--- src/rtl/msd_pkg.sv ---
// Package: shared constants, result type and Morse lookup table of the stream decoder.
`timescale 1ns / 1ps
package msd_pkg;

	localparam int MAX_CODE_LEN_DEF = 6;

	localparam logic [7:0] CHAR_DOT  = 8'h2E;
	localparam logic [7:0] CHAR_DASH = 8'h2D;
	localparam logic [6:0] CHAR_SPACE = 7'd32;
	localparam logic [6:0] CHAR_NL    = 7'd10;
	localparam logic [6:0] CHAR_NONE  = 7'd0;
	localparam logic [1:0] WORD_GAP_RST = 2'd2;

	typedef struct packed {
		logic [6:0] ch;
		logic       unk;
		logic       last;
	} result_t;

	// Returns {found, ascii}; bits hold the elements first element high, dash = 1.
	function automatic logic [7:0] morse_lookup(input logic [3:0] len, input logic [7:0] bits);
		logic [7:0] r;
		r = 8'h00;
		case ({len, bits})
			{4'd2, 8'b00000001}: r = {1'b1, 7'h41};
			{4'd4, 8'b00001000}: r = {1'b1, 7'h42};
			{4'd4, 8'b00001010}: r = {1'b1, 7'h43};
			{4'd3, 8'b00000100}: r = {1'b1, 7'h44};
			{4'd1, 8'b00000000}: r = {1'b1, 7'h45};
			{4'd4, 8'b00000010}: r = {1'b1, 7'h46};
			{4'd3, 8'b00000110}: r = {1'b1, 7'h47};
			{4'd4, 8'b00000000}: r = {1'b1, 7'h48};
			{4'd2, 8'b00000000}: r = {1'b1, 7'h49};
			{4'd4, 8'b00000111}: r = {1'b1, 7'h4A};
			{4'd3, 8'b00000101}: r = {1'b1, 7'h4B};
			{4'd4, 8'b00000100}: r = {1'b1, 7'h4C};
			{4'd2, 8'b00000011}: r = {1'b1, 7'h4D};
			{4'd2, 8'b00000010}: r = {1'b1, 7'h4E};
			{4'd3, 8'b00000111}: r = {1'b1, 7'h4F};
			{4'd4, 8'b00000110}: r = {1'b1, 7'h50};
			{4'd4, 8'b00001101}: r = {1'b1, 7'h51};
			{4'd3, 8'b00000010}: r = {1'b1, 7'h52};
			{4'd3, 8'b00000000}: r = {1'b1, 7'h53};
			{4'd1, 8'b00000001}: r = {1'b1, 7'h54};
			{4'd3, 8'b00000001}: r = {1'b1, 7'h55};
			{4'd4, 8'b00000001}: r = {1'b1, 7'h56};
			{4'd3, 8'b00000011}: r = {1'b1, 7'h57};
			{4'd4, 8'b00001001}: r = {1'b1, 7'h58};
			{4'd4, 8'b00001011}: r = {1'b1, 7'h59};
			{4'd4, 8'b00001100}: r = {1'b1, 7'h5A};
			{4'd5, 8'b00011111}: r = {1'b1, 7'h30};
			{4'd5, 8'b00001111}: r = {1'b1, 7'h31};
			{4'd5, 8'b00000111}: r = {1'b1, 7'h32};
			{4'd5, 8'b00000011}: r = {1'b1, 7'h33};
			{4'd5, 8'b00000001}: r = {1'b1, 7'h34};
			{4'd5, 8'b00000000}: r = {1'b1, 7'h35};
			{4'd5, 8'b00010000}: r = {1'b1, 7'h36};
			{4'd5, 8'b00011000}: r = {1'b1, 7'h37};
			{4'd5, 8'b00011100}: r = {1'b1, 7'h38};
			{4'd5, 8'b00011110}: r = {1'b1, 7'h39};
			{4'd6, 8'b00010101}: r = {1'b1, 7'h2E};
			{4'd6, 8'b00110011}: r = {1'b1, 7'h2C};
			{4'd6, 8'b00001100}: r = {1'b1, 7'h3F};
			{4'd6, 8'b00011110}: r = {1'b1, 7'h27};
			{4'd6, 8'b00101011}: r = {1'b1, 7'h21};
			{4'd5, 8'b00010010}: r = {1'b1, 7'h2F};
			{4'd5, 8'b00010110}: r = {1'b1, 7'h28};
			{4'd6, 8'b00101101}: r = {1'b1, 7'h29};
			{4'd5, 8'b00001000}: r = {1'b1, 7'h26};
			{4'd6, 8'b00111000}: r = {1'b1, 7'h3A};
			{4'd6, 8'b00101010}: r = {1'b1, 7'h3B};
			{4'd5, 8'b00010001}: r = {1'b1, 7'h3D};
			{4'd5, 8'b00001010}: r = {1'b1, 7'h2B};
			{4'd6, 8'b00100001}: r = {1'b1, 7'h2D};
			{4'd6, 8'b00001101}: r = {1'b1, 7'h5F};
			{4'd6, 8'b00010010}: r = {1'b1, 7'h22};
			{4'd6, 8'b00011010}: r = {1'b1, 7'h40};
			default: r = 8'h00;
		endcase
		return r;
	endfunction

endpackage

--- src/rtl/msd_if.sv ---
// Interfaces: input item channel and result channel of the stream decoder.
`timescale 1ns / 1ps
interface msd_in_if;
	logic       valid;
	logic       ready;
	logic [7:0] in_char;
	logic       end_of_message;

	modport source (output valid, output in_char, output end_of_message, input ready);
	modport sink (input valid, input in_char, input end_of_message, output ready);
endinterface

interface msd_out_if;
	logic       valid;
	logic       ready;
	logic [6:0] out_char;
	logic       unknown_code;
	logic       last_of_run;

	modport source (output valid, output out_char, output unknown_code, output last_of_run,
		input ready);
	modport sink (input valid, input out_char, input unknown_code, input last_of_run,
		output ready);
endinterface

--- src/rtl/msd_outq.sv ---
// Result queue: takes up to two results a cycle, hands out one a cycle while out_ch.ready is high.
`timescale 1ns / 1ps
module msd_outq (
	input  logic              clk,
	input  logic              arst_n,
	input  logic [1:0]        push_n,
	input  msd_pkg::result_t  push0,
	input  msd_pkg::result_t  push1,
	output logic [2:0]        level,
	msd_out_if.source         out_ch
);
	import msd_pkg::*;

	localparam int DEPTH = 4;
	localparam int AW = $clog2(DEPTH);

	result_t       slot_q [DEPTH];
	logic [AW-1:0] wp_q;
	logic [AW-1:0] rp_q;
	logic [2:0]    cnt_q;
	logic          pop;

	assign pop = out_ch.valid && out_ch.ready;
	assign level = cnt_q;

	assign out_ch.valid        = cnt_q != 3'd0;
	assign out_ch.out_char     = slot_q[rp_q].ch;
	assign out_ch.unknown_code = slot_q[rp_q].unk;
	assign out_ch.last_of_run  = slot_q[rp_q].last;

	always_ff @(posedge clk) begin
		if (push_n != 2'd0) begin
			slot_q[wp_q] <= push0;
		end
		if (push_n == 2'd2) begin
			slot_q[wp_q + AW'(1)] <= push1;
		end
	end

	always_ff @(posedge clk or negedge arst_n) begin
		if (!arst_n) begin
			wp_q  <= '0;
			rp_q  <= '0;
			cnt_q <= 3'd0;
		end else begin
			wp_q  <= wp_q + AW'(push_n);
			rp_q  <= rp_q + AW'(pop);
			cnt_q <= cnt_q + 3'(push_n) - 3'(pop);
		end
	end
endmodule

--- src/rtl/morse_stream_decoder_unit.sv ---
// Top level: Morse stream decoder with state memory, step logic and result queue.
`timescale 1ns / 1ps
// Morse stream decoder. Each input item is one character byte: '.' and '-' are
// code elements, anything else is a separator, and end_of_message flushes any
// pending code word and emits a newline. A separator ending a code word gives
// the decoded ASCII character (0 with unknown_code for a code not in the table
// or longer than MAX_CODE_LEN); every word_gap separators in a row give a space.
// An item can cause zero, one or two results; last_of_run marks the final one.
// Rate: one item per cycle while the four-entry result queue has room; results
// leave at one per cycle while out_ch.ready is high, which limits a stream of
// two-result items. Results are registered in the result queue from stage-1
// registers loaded at accept. The decoder state sits in a one-entry memory read
// at accept and written back in the following cycle, with the write-back
// forwarded to the next item. word_gap (reset 2, value 0 acts as 1) is written
// by the user via cfg_we/cfg_wdata only while idle; the block does not check.
module morse_stream_decoder_unit #(
	parameter int MAX_CODE_LEN = msd_pkg::MAX_CODE_LEN_DEF
) (
	input  logic        clk,
	input  logic        arst_n,
	msd_in_if.sink      in_ch,
	msd_out_if.source   out_ch,
	input  logic        cfg_we,
	input  logic [1:0]  cfg_wdata
);
	import msd_pkg::*;

	localparam int LEN_W = $clog2(MAX_CODE_LEN + 1);

	typedef struct packed {
		logic [MAX_CODE_LEN-1:0] bits;
		logic [LEN_W-1:0]        len;
		logic                    ovf;
		logic [1:0]              gap;
	} state_t;

	// word gap register
	logic [1:0] word_gap_q;

	always_ff @(posedge clk or negedge arst_n) begin
		if (!arst_n) begin
			word_gap_q <= WORD_GAP_RST;
		end else if (cfg_we) begin
			word_gap_q <= cfg_wdata;
		end
	end

	// accept and stage 1 control
	logic       accept;
	logic       valid_s1;
	logic       fwd_s1;
	logic [7:0] char_s1;
	logic       eom_s1;
	logic [2:0] level;
	logic [1:0] n_res;
	logic [1:0] push_n;

	assign accept = in_ch.valid && in_ch.ready;
	// Hold off the next item unless the queue can absorb its two results.
	assign in_ch.ready = (level + 3'(push_n)) <= 3'd2;

	always_ff @(posedge clk or negedge arst_n) begin
		if (!arst_n) begin
			valid_s1 <= 1'b0;
			fwd_s1   <= 1'b0;
		end else begin
			valid_s1 <= accept;
			if (accept) begin
				// previous item writes back at this edge: its value is newer than the read
				fwd_s1 <= valid_s1;
			end
		end
	end

	always_ff @(posedge clk) begin
		if (accept) begin
			char_s1 <= in_ch.in_char;
			eom_s1  <= in_ch.end_of_message;
		end
	end

	// state memory: one entry, registered read, valid bit stands for its zero reset
	state_t state_mem [1];
	state_t rd_s1;
	state_t wr_q;
	logic   mem_valid_q;
	state_t st_cur;
	state_t st_next;

	always_ff @(posedge clk) begin
		if (accept) begin
			rd_s1 <= state_mem[0];
		end
		if (valid_s1) begin
			state_mem[0] <= st_next;
			wr_q         <= st_next;
		end
	end

	always_ff @(posedge clk or negedge arst_n) begin
		if (!arst_n) begin
			mem_valid_q <= 1'b0;
		end else if (valid_s1) begin
			mem_valid_q <= 1'b1;
		end
	end

	always_comb begin
		if (fwd_s1) begin
			st_cur = wr_q;
		end else if (mem_valid_q) begin
			st_cur = rd_s1;
		end else begin
			st_cur = '0;
		end
	end

	// step logic
	result_t    res0;
	result_t    res1;
	result_t    code_res;
	logic [7:0] hit;
	logic [1:0] gap_eff;
	logic [1:0] gap_inc;
	logic       has_code;
	logic       is_elem;
	logic       space;

	always_comb begin
		hit      = morse_lookup(4'(st_cur.len), 8'(st_cur.bits));
		has_code = st_cur.len != '0;
		is_elem  = char_s1 inside {CHAR_DOT, CHAR_DASH};
		gap_eff  = (word_gap_q == 2'd0) ? 2'd1 : word_gap_q;
		gap_inc  = st_cur.gap + 2'd1;
		space    = gap_inc >= gap_eff;

		code_res.ch   = (hit[7] && !st_cur.ovf) ? hit[6:0] : CHAR_NONE;
		code_res.unk  = !(hit[7] && !st_cur.ovf);
		code_res.last = 1'b0;

		res0    = code_res;
		res1    = '{ch: CHAR_NL, unk: 1'b0, last: 1'b1};
		n_res   = 2'd0;
		st_next = st_cur;

		if (eom_s1) begin
			// flush pending word, then newline; clear everything
			st_next = '0;
			if (has_code) begin
				n_res = 2'd2;
			end else begin
				res0  = '{ch: CHAR_NL, unk: 1'b0, last: 1'b1};
				n_res = 2'd1;
			end
		end else if (is_elem) begin
			if (st_cur.len < LEN_W'(MAX_CODE_LEN)) begin
				st_next.bits = {st_cur.bits[MAX_CODE_LEN-2:0], char_s1 == CHAR_DASH};
				st_next.len  = st_cur.len + LEN_W'(1);
			end else begin
				// drop extra elements, mark the word too long
				st_next.ovf = 1'b1;
			end
			st_next.gap = 2'd0;
		end else begin
			if (has_code) begin
				st_next.bits = '0;
				st_next.len  = '0;
				st_next.ovf  = 1'b0;
			end
			st_next.gap = space ? 2'd0 : gap_inc;
			res1 = '{ch: CHAR_SPACE, unk: 1'b0, last: 1'b1};
			if (has_code && space) begin
				n_res = 2'd2;
			end else if (has_code) begin
				res0.last = 1'b1;
				n_res     = 2'd1;
			end else if (space) begin
				res0  = res1;
				n_res = 2'd1;
			end
		end
	end

	assign push_n = valid_s1 ? n_res : 2'd0;

	msd_outq u_outq (
		.clk    (clk),
		.arst_n (arst_n),
		.push_n (push_n),
		.push0  (res0),
		.push1  (res1),
		.level  (level),
		.out_ch (out_ch)
	);
endmodule

--- src/flat_wrapper.sv ---
// flat-port wrapper written by rule: the top's interface ports become plain ports
module morse_stream_decoder_unit_flat import msd_pkg::*;
#(
	parameter int MAX_CODE_LEN = msd_pkg::MAX_CODE_LEN_DEF
)
  (clk, arst_n, cfg_we, cfg_wdata, in_ch_valid, in_ch_in_char, in_ch_end_of_message, in_ch_ready, out_ch_valid, out_ch_out_char, out_ch_unknown_code, out_ch_last_of_run, out_ch_ready);
  msd_in_if in_ch_i ();
  msd_out_if out_ch_i ();
  input  logic clk;
  input  logic arst_n;
  input  logic cfg_we;
  input  logic [1:0] cfg_wdata;
  input wire logic [$bits(in_ch_i.valid)-1:0] in_ch_valid;
  input wire logic [$bits(in_ch_i.in_char)-1:0] in_ch_in_char;
  input wire logic [$bits(in_ch_i.end_of_message)-1:0] in_ch_end_of_message;
  output wire logic [$bits(in_ch_i.ready)-1:0] in_ch_ready;
  output wire logic [$bits(out_ch_i.valid)-1:0] out_ch_valid;
  output wire logic [$bits(out_ch_i.out_char)-1:0] out_ch_out_char;
  output wire logic [$bits(out_ch_i.unknown_code)-1:0] out_ch_unknown_code;
  output wire logic [$bits(out_ch_i.last_of_run)-1:0] out_ch_last_of_run;
  input wire logic [$bits(out_ch_i.ready)-1:0] out_ch_ready;
  assign in_ch_i.valid = in_ch_valid;
  assign in_ch_i.in_char = in_ch_in_char;
  assign in_ch_i.end_of_message = in_ch_end_of_message;
  assign in_ch_ready = in_ch_i.ready;
  assign out_ch_valid = out_ch_i.valid;
  assign out_ch_out_char = out_ch_i.out_char;
  assign out_ch_unknown_code = out_ch_i.unknown_code;
  assign out_ch_last_of_run = out_ch_i.last_of_run;
  assign out_ch_i.ready = out_ch_ready;
  morse_stream_decoder_unit #(.MAX_CODE_LEN(MAX_CODE_LEN)) u_core (.clk(clk), .arst_n(arst_n), .in_ch(in_ch_i), .out_ch(out_ch_i), .cfg_we(cfg_we), .cfg_wdata(cfg_wdata));
endmodule
--- config.mk ---
export PLATFORM = sky130hd
export DESIGN_NAME = morse_stream_decoder_unit_flat
export DESIGN_NICKNAME = d
export VERILOG_FILES = /design/src/rtl/msd_pkg.sv /design/src/rtl/msd_if.sv /design/src/rtl/msd_outq.sv /design/src/rtl/morse_stream_decoder_unit.sv /design/src/flat_wrapper.sv
export SDC_FILE = /design/constraint.sdc
export NUM_CORES = 1
export LEC_CHECK = 0
export ABC_AREA = 1
export BUFFER_PORTS_ARGS = -buffer_cell sky130_fd_sc_hd__clkbuf_2
export CAP_MARGIN = 20
export CORE_AREA = 3 3 132 134
export DETAILED_ROUTE_END_ITERATION = 8
export DIE_AREA = 0 0 135 137
export PLACE_DENSITY_LB_ADDON = 0.1
export SYNTH_ARGS = -nofsm -noshare
export SYNTH_HDL_FRONTEND = slang
export SYNTH_HIERARCHICAL = 1
export SYNTH_SLANG_ARGS = --single-unit
--- constraint.sdc ---
create_clock -name clk -period 5.76 [get_ports clk]
set_input_delay 0.576 -clock clk [delete_from_list [all_inputs] [get_ports clk]]
set_output_delay 0.576 -clock clk [all_outputs]
set_load 0.1 [all_outputs]
==> run_results.csv <==
group,metric,value,unit
sta,layout_worst_path_cycle_share,0.9052,
sta,clock_skew,8.422,ps
clock_tree,tritoncts.num_buffers,9,
setup_path,cp-start-kind,"flop",
grt,grt_use_total,0.1722,
sta,number_of_hold_violations_in_the_final_report,0,
synthesis,synth_top_cell_area_share,0.3624,
clock_tree,cts_resized,0,
die,start_util,0.3485,
die,die-height,137,um
sta,number_of_failing_setup_endpoints_in_the_final_timing_report,0,
synthesis,most_instantiated_library_cell_after_synthesis,"sky130_fd_sc_hd__nand2_1",
power_and_ir_drop,swShare,0.5329,
power_and_ir_drop,power_frac_comb,0.571,
setup_path,crit_path_start,"u_core/mem_valid_q$_DFFE_PN0P_",
layout,final_cells,955,
die,total_number_of_placement_rows,47,
clock_tree,clockRootBuffer,"sky130_fd_sc_hd__clkbuf_16",
grt,first_global_vias,4859,
flow_run,maxCapViolations,0,
clock_tree,cts_buffer_depth,2,
power_and_ir_drop,power.clock.fraction,0.150,
synthesis,post_synth_main_area_contributors,"sky130_fd_sc_hd__edfxtp_1, sky130_fd_sc_hd__nand2_1, sky130_fd_sc_hd__nor2_1",
detailed_routing,postRouteWirelength,15010,um
synthesis,share_of_flip_flops_with_an_asynchronous_set_or_reset_after_synthesis,0.1481,
synthesis,syn_area,0.005718,mm2
die,die_w,135,um
power_and_ir_drop,power.internal,0.001738,W
power_and_ir_drop,power.density,592.8,mW/mm2
grt,antenna_found_initial,0,
detailed_routing,drcViolationCount,0,
power_and_ir_drop,netsw,0.001983,W
setup_path,timing_worst_setup_path_type,"reg -> out",
synthesis,ys_seq_area_frac,0.4151,
detailed_routing,detailed_router_iteration_count_before_antenna_repair,5,
grt,grt_first_pass_wirelength,24960,um
die,io_pins,27,
clock_tree,cts-htree-levels,3,
synthesis,synth-xor-area-share,0.006127,
clock_tree,postCtsSetupRepairBufs,0,
synthesis,synthMuxAreaShare,0,
layout,final_nets,755,
sta,slew_worst_pin,825.3,ps
clock_tree,worst_setup_hold_path_clk_slew,60,ps
placement,dp_hpwl,11190,um
detailed_routing,route.vias.total,4809,
setup_path,worstPathArrival,4640,ps
clock_tree,tritoncts,"yes",
synthesis,synth_compound_gate_area_share,0.1335,
clock_tree,cts_sinks,81,
setup_path,cp_max_fo,14,
layout,diodes,0,
layout,drive_gt1_frac,0.2150,
synthesis,synth_seq_cells,81,
grt,largest_net_degree_at_the_start_of_global_routing,31,
placement,portBuffers,26,
detailed_routing,drt_iter0_drc,354,
power_and_ir_drop,sequentialPowerShare,0.279,
clock_tree,cts_hold_repair.buffers,0,
hold_path,hp-class,"in -> async",
synthesis,mean_syn_cell_area,8.122,um2
die,placeable_core_area,0.01641,mm2
synthesis,netlist_top_cells_count,"sky130_fd_sc_hd__nand2_1, sky130_fd_sc_hd__nor2_1, sky130_fd_sc_hd__edfxtp_1",
detailed_routing,route.detailed.wl_per_inst,15.72,um
detailed_routing,antenna_left,0,
grt,grt.overflow.total,0,
clock_tree,skew_pair_late_insertion_delay,340,ps
setup_path,reg2reg_depth,15,
synthesis,netlist.top_cell.by_area,"sky130_fd_sc_hd__edfxtp_1",
layout,layout-area-overhead-vs-synth,9.759,%
sta,maxSlewViolCount,0,
sta,rsz0062_at_grt,"false",
synthesis,adder_and_majority_cell_fraction_of_the_synthesized_area,0.02232,
sta,slew-limit-headroom,0.4492,
power_and_ir_drop,leakagePower,2.730,nW
synthesis,synth_enable_flop_cells,69,
setup_path,cpPeakStageDelay,660,ps
sta,setup_tns,0,ps
setup_path,worst_r2r_startpoint,"u_core/mem_valid_q$_DFFE_PN0P_",
synthesis,yosysUniqueCellTypes,44,
outcome,run_status,"complete, no violations",
power_and_ir_drop,ir_drop,0.0002512,V
setup_path,cell_with_the_largest_stage_delay_on_the_worst_path,"sky130_fd_sc_hd__dfrtp_1",
sta,max_freq,191.8,MHz
placement,gp_routability_congestion,0.9693,
setup_path,kind_of_end_point_of_the_critical_path,"output pin",
synthesis,largest_family_of_logic_cells_by_synthesized_area,"simple AND/OR/NAND/NOR gates",
synthesis,syn-instance-count,704,
detailed_routing,route.detailed.vias_per_inst,5.036,
placement,placed_cells,939,
die,design.die.area,0.01850,mm2
setup_path,worstPathCellList,"inv_1 -> nor2_1 -> a22o_1 -> xor2_1 -> ha_1 -> a21oi_1 -> inv_1 -> ha_1 -> nand2_1 -> a21oi_1 -> ha_1 -> fa_1 -> a21oi_1 -> clkbuf_2",
synthesis,synth-main-ff-cell,"sky130_fd_sc_hd__edfxtp_1",
sta,min_clock_period_post_route,5214,ps
synthesis,area_share_of_and_or_nand_nor_cells_after_synthesis,0.3444,
setup_path,worst_ep_required_time,5180,ps
synthesis,ys.warnings.count,6,
[final timing paths]
path,slack (ps),to
setup reg to reg,840,u_core/rd_s1[6]$_DFFE_PP_
min in group clk,410,u_core/char_s1[0]$_DFFE_PP_
setup / recovery,550,in_ch_ready
max in group asynchronous,5350,u_core/word_gap_q[1]$_DFFE_PN1P_
hold / removal,120,u_core/u_outq/rp_q[1]$_DFF_PN0_
hold reg to reg,450,u_core/rd_s1[6]$_DFFE_PP_
[layer usage]
metal,routed length [um],global-route usage,part of all wire
met1,6782,0.2209,0.45
met2,7134,0.2916,0.48
met3,660,0.03015,0.044
met4,431,0.06439,0.029
met5,0,0,0
[flip-flops by register name, indices dropped and copies added, names as in the netlist]
| register | cells |
|---|---|
| u_core/u_outq/slot_q | 36 |
| u_core/mem_valid_q | 1 |
| u_core/state_mem | 4 |
| u_core/wr_q | 8 |
| u_core/word_gap_q | 2 |
| u_core/u_outq/level | 3 |
| u_core/valid_s1 | 1 |
| u_core/fwd_s1 | 1 |
| u_core/u_outq/rp_q | 2 |
| u_core/eom_s1 | 1 |
| u_core/u_outq/wp_q | 2 |
| u_core/char_s1 | 8 |
| u_core/rd_s1 | 12 |
[metrics by stage]
stage	hold WS (ps)	total power, W	utilization	setup WS [ps]	instance area [um2]
4_1_cts	110.7	0.003763	0.3825	474.4	6276
3_3_place_gp	442.1	0.003169	0.3648	973.7	5984
5_1_grt	135.9	0.004018	0.3825	120.6	6276
3_5_place_dp	434.7	0.003188	0.3648	764.5	5984
2_1_floorplan	280.4	0.002779	-	127.5	5733
6_report	118.7	0.003721	0.3825	546.0	6276
[critical path, delay by kind of cell (launching register included)]
kind,cells,cell delay (ps)
XOR/XNOR,1,210
flip-flops,1,660
AND/OR/NAND/NOR,2,280
AO/OA/AOI/OAI,4,1190
adder cells (fa/ha/maj),4,1230
buffers and inverters,3,720
[cell type report]
| type | instances | area [um2] |
|---|---|---|
| Tap cell | 220 | 275.3 |
| Clock buffer | 13 | 271.5 |
| Sequential cell | 81 | 2374 |
| Multi-Input combinational cell | 545 | 2923 |
| Clock inverter | 3 | 20.02 |
| Inverter | 60 | 230.2 |
| Timing Repair Buffer | 33 | 182.7 |
| Fill cell | 1666 | 10130 |
[power by group through the flow]
stage                     clock network, W  registers (W)  logic (W)
after floorplan                          0       0.000996    0.00178
after global placement                   0        0.00105    0.00212
after detailed placement                 0        0.00105    0.00214
after CTS                         0.000580        0.00104    0.00214
after global routing              0.000606        0.00106    0.00235
final                             0.000558        0.00104    0.00212
[cell usage in the layout (no fill, tap or decap), types with 14 or more instances in the layout]
| cell | instances |
|---|---|
| sky130_fd_sc_hd__nand3_1 | 48 |
| sky130_fd_sc_hd__o21ai_0 | 28 |
| sky130_fd_sc_hd__clkbuf_2 | 26 |
| sky130_fd_sc_hd__nor2_1 | 100 |
| sky130_fd_sc_hd__inv_1 | 50 |
| sky130_fd_sc_hd__edfxtp_1 | 69 |
| sky130_fd_sc_hd__nand2_1 | 189 |
| sky130_fd_sc_hd__nor2_2 | 14 |
| sky130_fd_sc_hd__nand2_2 | 21 |
| sky130_fd_sc_hd__o21ai_2 | 39 |
| sky130_fd_sc_hd__a21oi_1 | 15 |
[logic make-up (layout without fill, tap and decap cells)]
family	count (synthesis)	count (layout)
buffers and inverters	82	109
AO/OA/AOI/OAI	112	112
AND/OR/NAND/NOR	414	414
XOR/XNOR	4	4
other	2	6
flip-flops	81	81
adder cells (fa/ha/maj)	9	9
(Power assumes the default switching activity.)
